--- src/design/lpfd_pkg.sv ---
// Shared types and constants for the length-prefixed frame deframer.
`default_nettype none
package lpfd_pkg;

	localparam int unsigned HEADER_BYTES = 8;
	localparam int unsigned HDR_CNT_W    = $clog2(HEADER_BYTES);
	localparam int unsigned LEN_W        = 21;
	localparam int unsigned CNT_W        = 16;

	localparam logic [LEN_W-1:0] MAX_LEN_RESET = LEN_W'(8192);

	typedef enum logic [0:0] {
		KIND_PAYLOAD = 1'b0,
		KIND_REJECT  = 1'b1
	} kind_t;

	typedef struct packed {
		kind_t            kind;
		logic [7:0]       data_byte;
		logic [15:0]      msg_type;
		logic [15:0]      route_id;
		logic [LEN_W-1:0] frame_len;
		logic             last;
		logic [CNT_W-1:0] frames_done;
		logic [CNT_W-1:0] errors_seen;
	} res_t;

endpackage
`default_nettype wire

--- src/design/lpfd_out_reg.sv ---
// Result output register; frees up as soon as the sink takes its contents.
`default_nettype none
module lpfd_out_reg
	import lpfd_pkg::*;
(
	input  wire logic clk,
	input  wire logic arst_n,
	input  wire logic res_valid,
	input  wire res_t res,
	output logic      adv,
	output logic      out_valid,
	output res_t      out_res,
	input  wire logic out_ready
);

	logic valid_q;
	res_t res_q;

	assign adv       = !valid_q || out_ready;
	assign out_valid = valid_q;
	assign out_res   = res_q;

	always_ff @(posedge clk or negedge arst_n) begin
		if (!arst_n) begin
			valid_q <= 1'b0;
		end else if (adv) begin
			valid_q <= res_valid;
		end
	end

	always_ff @(posedge clk) begin
		if (adv && res_valid) begin
			res_q <= res;
		end
	end

endmodule
`default_nettype wire

--- config.mk ---
export PLATFORM = sky130hd
export DESIGN_NAME = lpfd_out_reg
export DESIGN_NICKNAME = d
export VERILOG_FILES = /design/src/design/lpfd_pkg.sv /design/src/design/lpfd_out_reg.sv
export SDC_FILE = /design/constraint.sdc
export NUM_CORES = 1
export LEC_CHECK = 0
export ABC_AREA = 1
export BUFFER_PORTS_ARGS = -buffer_cell sky130_fd_sc_hd__buf_2
export CAP_MARGIN = 40
export CORE_MARGIN = 10
export CORE_UTILIZATION = 44
export DETAILED_ROUTE_END_ITERATION = 8
export MAX_ROUTING_LAYER = met4
export PLACE_DENSITY = 0.9
export SLEW_MARGIN = 30
export SYNTH_ARGS = -nofsm -noshare
export SYNTH_HDL_FRONTEND = slang
export SYNTH_SLANG_ARGS = --single-unit
--- constraint.sdc ---
create_clock -name clk -period 12.7 [get_ports clk]
set_clock_uncertainty 0.15 [all_clocks]
set_input_delay 0 -clock clk [delete_from_list [all_inputs] [get_ports clk]]
set_output_delay 0 -clock clk [all_outputs]
set_load 0.1 [all_outputs]
==> metrics.md <==
| Metric | Value |
|---|---|
| CP Launch Type | `flip-flop` |
| Post-Layout Cell Count | `490` |
| CTS tree | `done` |
| Die H | `101 µm` |
| Via count | `2308` |
| Antenna-violating nets left | `0` |
| Starting density of the core | `45.4%` |
| Post-CTS sizing | `0` |
| Hold WS | `about 0.2 ns` |
| Horiz. Die Dim | `101 µm` |
| Routability congestion estimate | `0.720` |
| Worst-margin pin slew | `0.823 ns` |
| Outcome | `finished, final reports clean` |
| Vias in the first global route | `around 2600` |
| Vias per cell | `approximately 4.7` |
| Largest net degree at the start of global routing | `96` |
| Endpoint kind of the worst setup timing path | `flip-flop` |
| Clock share of power | `27.9%` |
| HPWL Detailed | `roughly 6400 µm` |
| # port buffers | `~200` |
| Cells after Synth | `between 100 and 150` |
| Uppermost layer routed | `met4` |
| Fin nets | `506` |
| Fmax achieved | `between 500 and 600 MHz` |
| Clock tree buffer depth | `2` |
| Period minus WS final | `about 1.8 ns` |
| Critical path peak fanout | `95` |
| H-tree levels | `3` |
| Clock buffer count from CTS | `9` |
| RSZ-0062 raised after global routing | `false` |
| Routed met1 length | `3530 µm` |
| First-pass GRT wire length | `around 16000 µm` |
| Avg Inst Size Synth | `between 20 and 30 µm²` |
| Final Hold Fails | `0` |
| Synthesized flop and latch total | `96` |
| Synth-to-Final Area Change | `79.6%` |
| Fraction of layout cells with a size suffix above 1 | `between 50% and 60%` |
| Pre-antenna DRT Iters | `5` |
| Initial DRC count | `about 100` |
| Sequential Power Share | `a little under half` |
| Ys Warns | `0` |
| Maximum VDD drop | `0.000104 V` |
| Root buf cell | `clkbuf_8` |
| Overflow after GRT | `0` |
| Routed wire per std cell | `between 20 and 25 µm` |
| Worst hold path type | `in2reg` |
| Core Rows | `29` |
| Max-cap viol count | `0` |
| Total Wirelength | `about 11000 µm` |
| Sequential share of the synthesized area | `99.3%` |
| Core Area | `~6400 µm²` |
| Rel. slew slack | `a little under half` |
| Required time of the critical path | `between 10 and 15 ns` |
| Max Slew Vio Count | `0` |
| Design area | `5200 µm²` |
| Residual DRC | `0` |
| Routed wl met2 | `a little over 6000 µm` |
| Post-DP Area | `3990 µm²` |
| Final Cycle Share | `between 10% and 20%` |
| Initial antenna violation count | `1` |
| # fillers | `between 300 and 400` |
| # IOs | `196` |
| PwrDens | `150 nW/µm²` |
| Syn Nets | `200` |
| Pint | `approximately 0.52 mW` |
| Switch share | `roughly a third` |
| Die ar. | `around 10000 µm²` |
| Mapped cell area | `roughly 2900 µm²` |
| Clock Sinks | `96` |
| CP arrival | `approximately 1.6 ns` |
| Clk_lat worst skew | `0.35 ns` |
| Finish-stage setup viols | `0` |
| Final Util | `about 82%` |
| TNS Setup | `0 ns` |
| Cells after DPL | `roughly 370` |
| Crit path kind | `reg2reg` |
| Sw power | `0.259 mW` |
| Reg clk slew, reported paths | `roughly 0.090 ns` |
| Synth cell types | `5` |
| Leak Pwr | `~2.2 nW` |
| GRT Resource Usage Total | `21.3%` |
| Logic pwr share | `between 20% and 30%` |
| Met3 Wirelength | `roughly 1000 µm` |
-- worst max-delay path, stage by stage (launching register included) --
cell,delay [ns]
dfrtp_1,0.43
a21oi_4,0.16
buf_6,0.64
-- area by class of cell --
type | instances | area, µm² | area share (%)
clock inverter | 6 | 91.3 | 1.75
sequential | 96 | 2880 | 55.3
tap | 77 | 96.3 | 1.85
inverter | 2 | 7.51 | 0.144
timing repair buffer | 295 | 1980 | 38.0
clock buffer | 10 | 128 | 2.45
multi-input combinational | 3 | 23.8 | 0.457
antenna | 1 | 2.50 | 0.0481
-- power by group through the flow --
stage / registers (mW) / clock network, mW / logic [mW]
after floorplan: 0.504 / 0 / 0.00757
after global placement: 0.380 / 0 / 0.161
after detailed placement: 0.381 / 0 / 0.163
after CTS: 0.373 / 0.220 / 0.188
after global routing: 0.376 / 0.233 / 0.195
final: 0.375 / 0.218 / 0.190
-- final timing paths --
check	end	from	slack, ns	cells past startpoint
worst max-delay path	out_res[82]	out_valid	10.92	2
worst min-delay path	out_res[20]	res[20]	0.20	2
worst max register to register	out_res[82]	out_valid	10.92	2
worst min register to register	out_res[67]	out_valid	0.94	2
max in group asynchronous	out_valid	arst_n	11.95	3
min in group asynchronous	out_valid	arst_n	0.34	3
-- synth_stat cells --
cell type  instances  area share (%)
inv_1              2            0.26
a21oi_1            1            0.17
edfxtp_1          95              98
nand2_1            2            0.26
dfrtp_1            1            0.86
-- through the flow --
step / setup WS (ns) / power (mW)
floorplan: 6.45 / 0.512
global placement: 10.76 / 0.541
detailed placement: 10.93 / 0.544
CTS: 10.92 / 0.782
global route: 10.84 / 0.804
finish: 10.92 / 0.783
-- registers in the layout, summed over array words and instances, names as in the netlist --
signal	count
out_res	95
out_valid	1
-- repair_timing --
action / CTS / global route
hold endpoints to repair: 97 / 0
setup buffers: 0 / 0
hold buffers: 99 / 0
-- logic make-up (layout without fill, tap and decap cells) --
| group | Yosys count | count (layout) | synth area share (%) |
|---|---|---|---|
| AOI/OAI and AO/OA | 1 | 1 | 0.173 |
| buffers and inverters | 2 | 313 | 0.259 |
| DFF | 96 | 96 | 99.3 |
| other | 0 | 1 | 0 |
| and+or+nand+nor | 2 | 2 | 0.259 |
-- routing by layer --
layer / vias up / track usage (%)
met5: - / -
met4: 0 / 8.68
met3: 15 / 5.65
met2: 146 / 39.3
met1: 1128 / 20.5
li1: 1019 / -
-- layout by cell type, fill, tap and decap left out --
cell type	count
edfxtp_1	95
dfrtp_1	1
dlygate4sd3_1	99
diode_2	1
clkinv_4	1
inv_1	2
clkbuf_1	1
a21oi_4	1
clkinv_2	1
clkbuf_8	9
buf_6	1
bufinv_16	2
nand2_1	2
buf_2	195
inv_6	2
(Power assumes the default switching activity.)
