`src/design/lpfd_pkg.sv`:
```
// Shared types and constants for the length-prefixed frame deframer.
`default_nettype none
package lpfd_pkg;

	localparam int unsigned HEADER_BYTES = 8;
	localparam int unsigned HDR_CNT_W    = $clog2(HEADER_BYTES);
	localparam int unsigned LEN_W        = 21;
	localparam int unsigned CNT_W        = 16;

	localparam logic [LEN_W-1:0] MAX_LEN_RESET = LEN_W'(8192);

	typedef enum logic [0:0] {
		KIND_PAYLOAD = 1'b0,
		KIND_REJECT  = 1'b1
	} kind_t;

	typedef struct packed {
		kind_t            kind;
		logic [7:0]       data_byte;
		logic [15:0]      msg_type;
		logic [15:0]      route_id;
		logic [LEN_W-1:0] frame_len;
		logic             last;
		logic [CNT_W-1:0] frames_done;
		logic [CNT_W-1:0] errors_seen;
	} res_t;

endpackage
`default_nettype wire

```
`src/design/lpfd_parser.sv`:
```
// Input register plus header/payload parse logic and frame state.
`default_nettype none
module lpfd_parser
	import lpfd_pkg::*;
(
	input  wire logic             clk,
	input  wire logic             arst_n,
	input  wire logic             in_valid,
	input  wire logic [7:0]       in_byte,
	output logic                  in_ready,
	input  wire logic [LEN_W-1:0] max_len,
	input  wire logic             adv,
	output logic                  res_valid,
	output res_t                  res
);

	logic                 vld_s1;
	logic [7:0]           byte_s1;
	logic                 in_header_q;
	logic [55:0]          hdr_shift_q;
	logic [HDR_CNT_W-1:0] hdr_cnt_q;
	logic [LEN_W-1:0]     pay_cnt_q;
	logic [LEN_W-1:0]     pay_len_q;
	logic [15:0]          type_q;
	logic [15:0]          route_q;
	logic [CNT_W-1:0]     frame_cnt_q;
	logic [CNT_W-1:0]     err_cnt_q;

	logic             process;
	logic             hdr_done;
	logic [31:0]      hdr_len;
	logic [15:0]      hdr_type;
	logic [15:0]      hdr_route;
	logic             bad_len;
	logic [LEN_W-1:0] sat_len;
	logic [LEN_W-1:0] pay_cnt_nxt;
	logic             fin;

	assign in_ready = !vld_s1 || adv;
	assign process  = vld_s1 && adv;

	assign hdr_done    = (hdr_cnt_q == HDR_CNT_W'(HEADER_BYTES - 1));
	assign hdr_len     = hdr_shift_q[31:0];
	assign hdr_type    = hdr_shift_q[47:32];
	assign hdr_route   = {byte_s1, hdr_shift_q[55:48]};
	assign bad_len     = (hdr_len == 32'd0) || (hdr_len > {{(32-LEN_W){1'b0}}, max_len});
	assign sat_len     = (hdr_len[31:LEN_W] != '0) ? {LEN_W{1'b1}} : hdr_len[LEN_W-1:0];
	assign pay_cnt_nxt = pay_cnt_q + LEN_W'(1);
	assign fin         = (pay_cnt_nxt >= pay_len_q);

	always_comb begin
		res_valid = 1'b0;
		res       = '0;
		if (process) begin
			if (in_header_q) begin
				if (hdr_done && bad_len) begin
					res_valid       = 1'b1;
					res.kind        = KIND_REJECT;
					res.msg_type    = hdr_type;
					res.route_id    = hdr_route;
					res.frame_len   = sat_len;
					res.last        = 1'b1;
					res.frames_done = frame_cnt_q;
					res.errors_seen = err_cnt_q + CNT_W'(1);
				end
			end else begin
				res_valid       = 1'b1;
				res.kind        = KIND_PAYLOAD;
				res.data_byte   = byte_s1;
				res.msg_type    = type_q;
				res.route_id    = route_q;
				res.frame_len   = pay_len_q;
				res.last        = fin;
				res.frames_done = fin ? frame_cnt_q + CNT_W'(1) : frame_cnt_q;
				res.errors_seen = err_cnt_q;
			end
		end
	end

	always_ff @(posedge clk or negedge arst_n) begin
		if (!arst_n) begin
			vld_s1 <= 1'b0;
		end else if (in_ready) begin
			vld_s1 <= in_valid;
		end
	end

	always_ff @(posedge clk) begin
		if (in_valid && in_ready) begin
			byte_s1 <= in_byte;
		end
	end

	always_ff @(posedge clk or negedge arst_n) begin
		if (!arst_n) begin
			in_header_q <= 1'b1;
			hdr_shift_q <= '0;
			hdr_cnt_q   <= '0;
			pay_cnt_q   <= '0;
			pay_len_q   <= '0;
			type_q      <= '0;
			route_q     <= '0;
			frame_cnt_q <= '0;
			err_cnt_q   <= '0;
		end else if (process) begin
			if (in_header_q) begin
				if (!hdr_done) begin
					hdr_shift_q <= {byte_s1, hdr_shift_q[55:8]};
					hdr_cnt_q   <= hdr_cnt_q + HDR_CNT_W'(1);
				end else begin
					hdr_shift_q <= '0;
					hdr_cnt_q   <= '0;
					pay_cnt_q   <= '0;
					if (bad_len) begin
						err_cnt_q <= err_cnt_q + CNT_W'(1);
						pay_len_q <= '0;
						type_q    <= '0;
						route_q   <= '0;
					end else begin
						in_header_q <= 1'b0;
						pay_len_q   <= hdr_len[LEN_W-1:0];
						type_q      <= hdr_type;
						route_q     <= hdr_route;
					end
				end
			end else if (fin) begin
				frame_cnt_q <= frame_cnt_q + CNT_W'(1);
				in_header_q <= 1'b1;
				pay_cnt_q   <= '0;
				pay_len_q   <= '0;
				type_q      <= '0;
				route_q     <= '0;
			end else begin
				pay_cnt_q <= pay_cnt_nxt;
			end
		end
	end

endmodule
`default_nettype wire

```
`config.mk`:
```
export PLATFORM = sky130hd
export DESIGN_NAME = lpfd_parser
export DESIGN_NICKNAME = d
export VERILOG_FILES = /design/src/design/lpfd_pkg.sv /design/src/design/lpfd_parser.sv
export SDC_FILE = /design/constraint.sdc
export NUM_CORES = 1
export LEC_CHECK = 0
export BUFFER_PORTS_ARGS = -buffer_cell sky130_fd_sc_hd__buf_2
export CORE_ASPECT_RATIO = 1.1
export CORE_UTILIZATION = 45
export DETAILED_ROUTE_END_ITERATION = 6
export GPL_TIMING_DRIVEN = 0
export PLACE_DENSITY = 0.72
export SYNTH_ARGS = -nofsm -noshare
export SYNTH_HDL_FRONTEND = slang
export SYNTH_SLANG_ARGS = --single-unit
```
`constraint.sdc`:
```
create_clock -name clk -period 4.83 [get_ports clk]
set_clock_uncertainty 0.15 [all_clocks]
set_input_delay 0 -clock clk [delete_from_list [all_inputs] [get_ports clk]]
set_output_delay 0 -clock clk [all_outputs]
set_load 0.05 [all_outputs]
```
==> results.cfg <==
[status]
status = finished, final reports clean

[sta]
finalSetupViolCount = 0
fin_crit_ns = 4.51
tightest_slew_ns = 0.762
slew-limit-headroom_pct = 48.9
drv_slew = 0
rsz0062_at_grt = no
finalWorstSetupSlack_ns = 0.324
fmax_ghz = 0.222
setup_tns_ns = 0
hold_ws_ns = 0.120
finalCritPeriodShare_pct = 93.3
finalHoldViolations = 0

[die]
dieWidth_um = 140
die_h_um = 154
start_util_pct = 45.8
core-area_um2 = 20500
fp-row-count = 55
die_area_um2 = 21500
pin_count = 130

[synthesis]
seq_area_frac_synth_pct = 47.1
synthArstFlopShare_pct = 95.4
syn_inst = 993
synth_largest_area_cell = dfrtp_1
syn-num-nets = 1073
yosysTopAreaCellShare_pct = 44.2
ys_ff_latch = 175
ys_top_cells_by_area = dfrtp_1 (44%), a22o_1 (9.7%), nand2_1 (6.6%)
synth_area_um2 = 9390
yosysWarnings = 0
synth_area_per_cell_um2 = 9.46
synthFlopType = dfrtp_1
synth_cell_types = 52
synth_edf_count = 8

[final_layout]
drive_gt1_share_pct = 17.3
nNetsFinal = 1238
design_area_um2 = 11200
fin_util_pct = 54.6
antenna_cells = 0
final_cell_mix = dfrtp_1 (166), nand2_1 (165), buf_2 (139), o21ai_0 (104), a22o_1 (104)
fillers = 1852
areaGrowthSynthToFinish_pct = 19.2
mostFrequentLayoutCell = dfrtp_1
multi_input_comb_area_um2 = 4540
stdcell_count = 1427
register_area_um2 = 4420

[power]
power_density_nw_per_um2 = 415
p_leak_nw = 5.48
power_mw = 4.64
peakVddDrop_mv = 0.262

[grt]
grt_use_met2_pct = 40.0
gr-usage-met1_pct = 31.7
grt_use_total_pct = 24.5
met3_usage_pct = 5.23
grt_pass1_wl_um = 41400
grt_overflow = 0
first_global_vias = 8058
grt_start_max_net_pins = 119
gr-max-usage-layer = met2
antenna_found_initial = 1

[routing]
drtIter0Drc = 492
post_drt_wl_per_cell_um = 17.7
route.detailed.drc = 0
routed-via-count = 8176
vias_per_cell = 5.73
wirelength_um = 25300
firstDrtPassIters = 5
ant_nets = 0

[clocking]
clk_pin_slew_ns = 0.07
htree_levels = 4
clk_latency_ns = 0.44
cts-buffers-inserted = 17
cts_tree = done
cts_root_buf = clkbuf_16
clockBufferDepth = 2
cts_num_sinks = 175

[setup_path]
crit_type = flip-flop to primary output
cp-end-kind = primary output
crit_fanout = 10
start_kind = flip-flop
arrival_ns = 4.36
critical_path.startpoint = pay_cnt_q[0]
crit_required_ns = 4.68
worstReg2RegStart = pay_cnt_q[0]
r2r_slack_ns = 0.47

[placed_design]
placed_cell_area_um2 = 10400
pre_cts_ws_ns = 0.360
place_hpwl_um = 18100
io_buffers = 129
dp.cells = 1379
globalplace.congestion = 0.855

[worst_hold_path]
worstHoldStart = in_byte[1]
hp-class = primary input to flip-flop

[job]
max_cap_violations = 0
## area by class of cell
cell class                      instances  share of cell area, %
Tap cell                              256                   2.86
Sequential cell                       175                   39.5
Timing Repair Buffer                  146                   7.67
Multi-Input combinational cell        709                   40.6
Inverter                               45                   1.51
Clock inverter                         12                   1.18
Clock buffer                           20                   4.18
Buffer                                 64                   2.56
## metal layers
metal / routed length (um) / vias to the layer above
met1: 11100 / 3959
met3: 1410 / 47
li1: - / 3914
met5: 0 / -
met4: 719 / 0
met2: 12000 / 256
## critical path, stage by stage, from the launching register on
cell and delay (ns):
dfrtp_1 0.44, ha_1 0.22, nand3_1 0.20, nor3_4 0.24
and3_2 0.28, nand3_1 0.10, xnor2_1 0.17, ha_1 0.30
nand4_1 0.14, or2_2 0.31, o211ai_1 0.39, and2_1 0.25
buf_2 0.24, nand4_1 0.16, o21ai_1 0.20, clkbuf_4 0.26
## power breakdown
part	total [mW]	internal, mW	switching, mW
registers	2.06	1.74	0.324
clock network	1.42	0.810	0.607
logic	1.17	0.437	0.728
## repair_timing
item                                   4_1_cts  5_1_grt
cloned                                       0        0
pin swaps                                    0        2
gates resized for setup                      1       11
endpoints found under the hold margin      176        0
buffers inserted                             0        2
setup endpoints to repair                   11       17
hold buffers                                14        0
## kinds of logic after synthesis
group	synth area share (%)
compound gates	22.5
mux	0.666
buf+inv	4.81
flops	47.1
fa+ha+maj	6.26
simple gates	14.2
xor+xnor	4.48
## cell usage after synthesis (2+ instances only)
cell / number
nand4_1: 17
a21oi_1: 38
or3_1: 2
a31oi_1: 7
inv_1: 45
a211oi_1: 6
o21ai_0: 104
and3_1: 26
o211ai_1: 3
buf_4: 7
a22o_1: 104
buf_1: 3
nor4_2: 4
a41oi_1: 4
xor2_1: 9
nor4_1: 5
dfrtp_1: 166
or2_2: 2
clkbuf_1: 41
xnor2_1: 39
nand3_1: 21
nor2_1: 14
o21ai_1: 43
and2_1: 10
mux2i_1: 4
nand2_1: 165
nor3_1: 8
a21o_1: 3
buf_2: 13
nand2b_1: 5
edfxtp_1: 8
ha_1: 47
## flip-flops by register name, indices dropped and copies added, names as in the netlist
signal,cells
hdr_shift_q,56
pay_cnt_q,21
pay_len_q,21
err_cnt_q,16
frame_cnt_q,16
route_q,16
type_q,16
byte_s1,8
hdr_cnt_q,3
in_header_q,1
vld_s1,1
## path summary, 6_finish.rpt
check                            endpoint  cells after the start
max                               res[29]                     15
min                            byte_s1[1]                      2
max reg2reg                     type_q[5]                     15
min reg2reg                  hdr_cnt_q[1]                      2
max in group asynchronous      type_q[11]                      4
min in group asynchronous  frame_cnt_q[6]                      4
(Power assumes the default switching activity.)
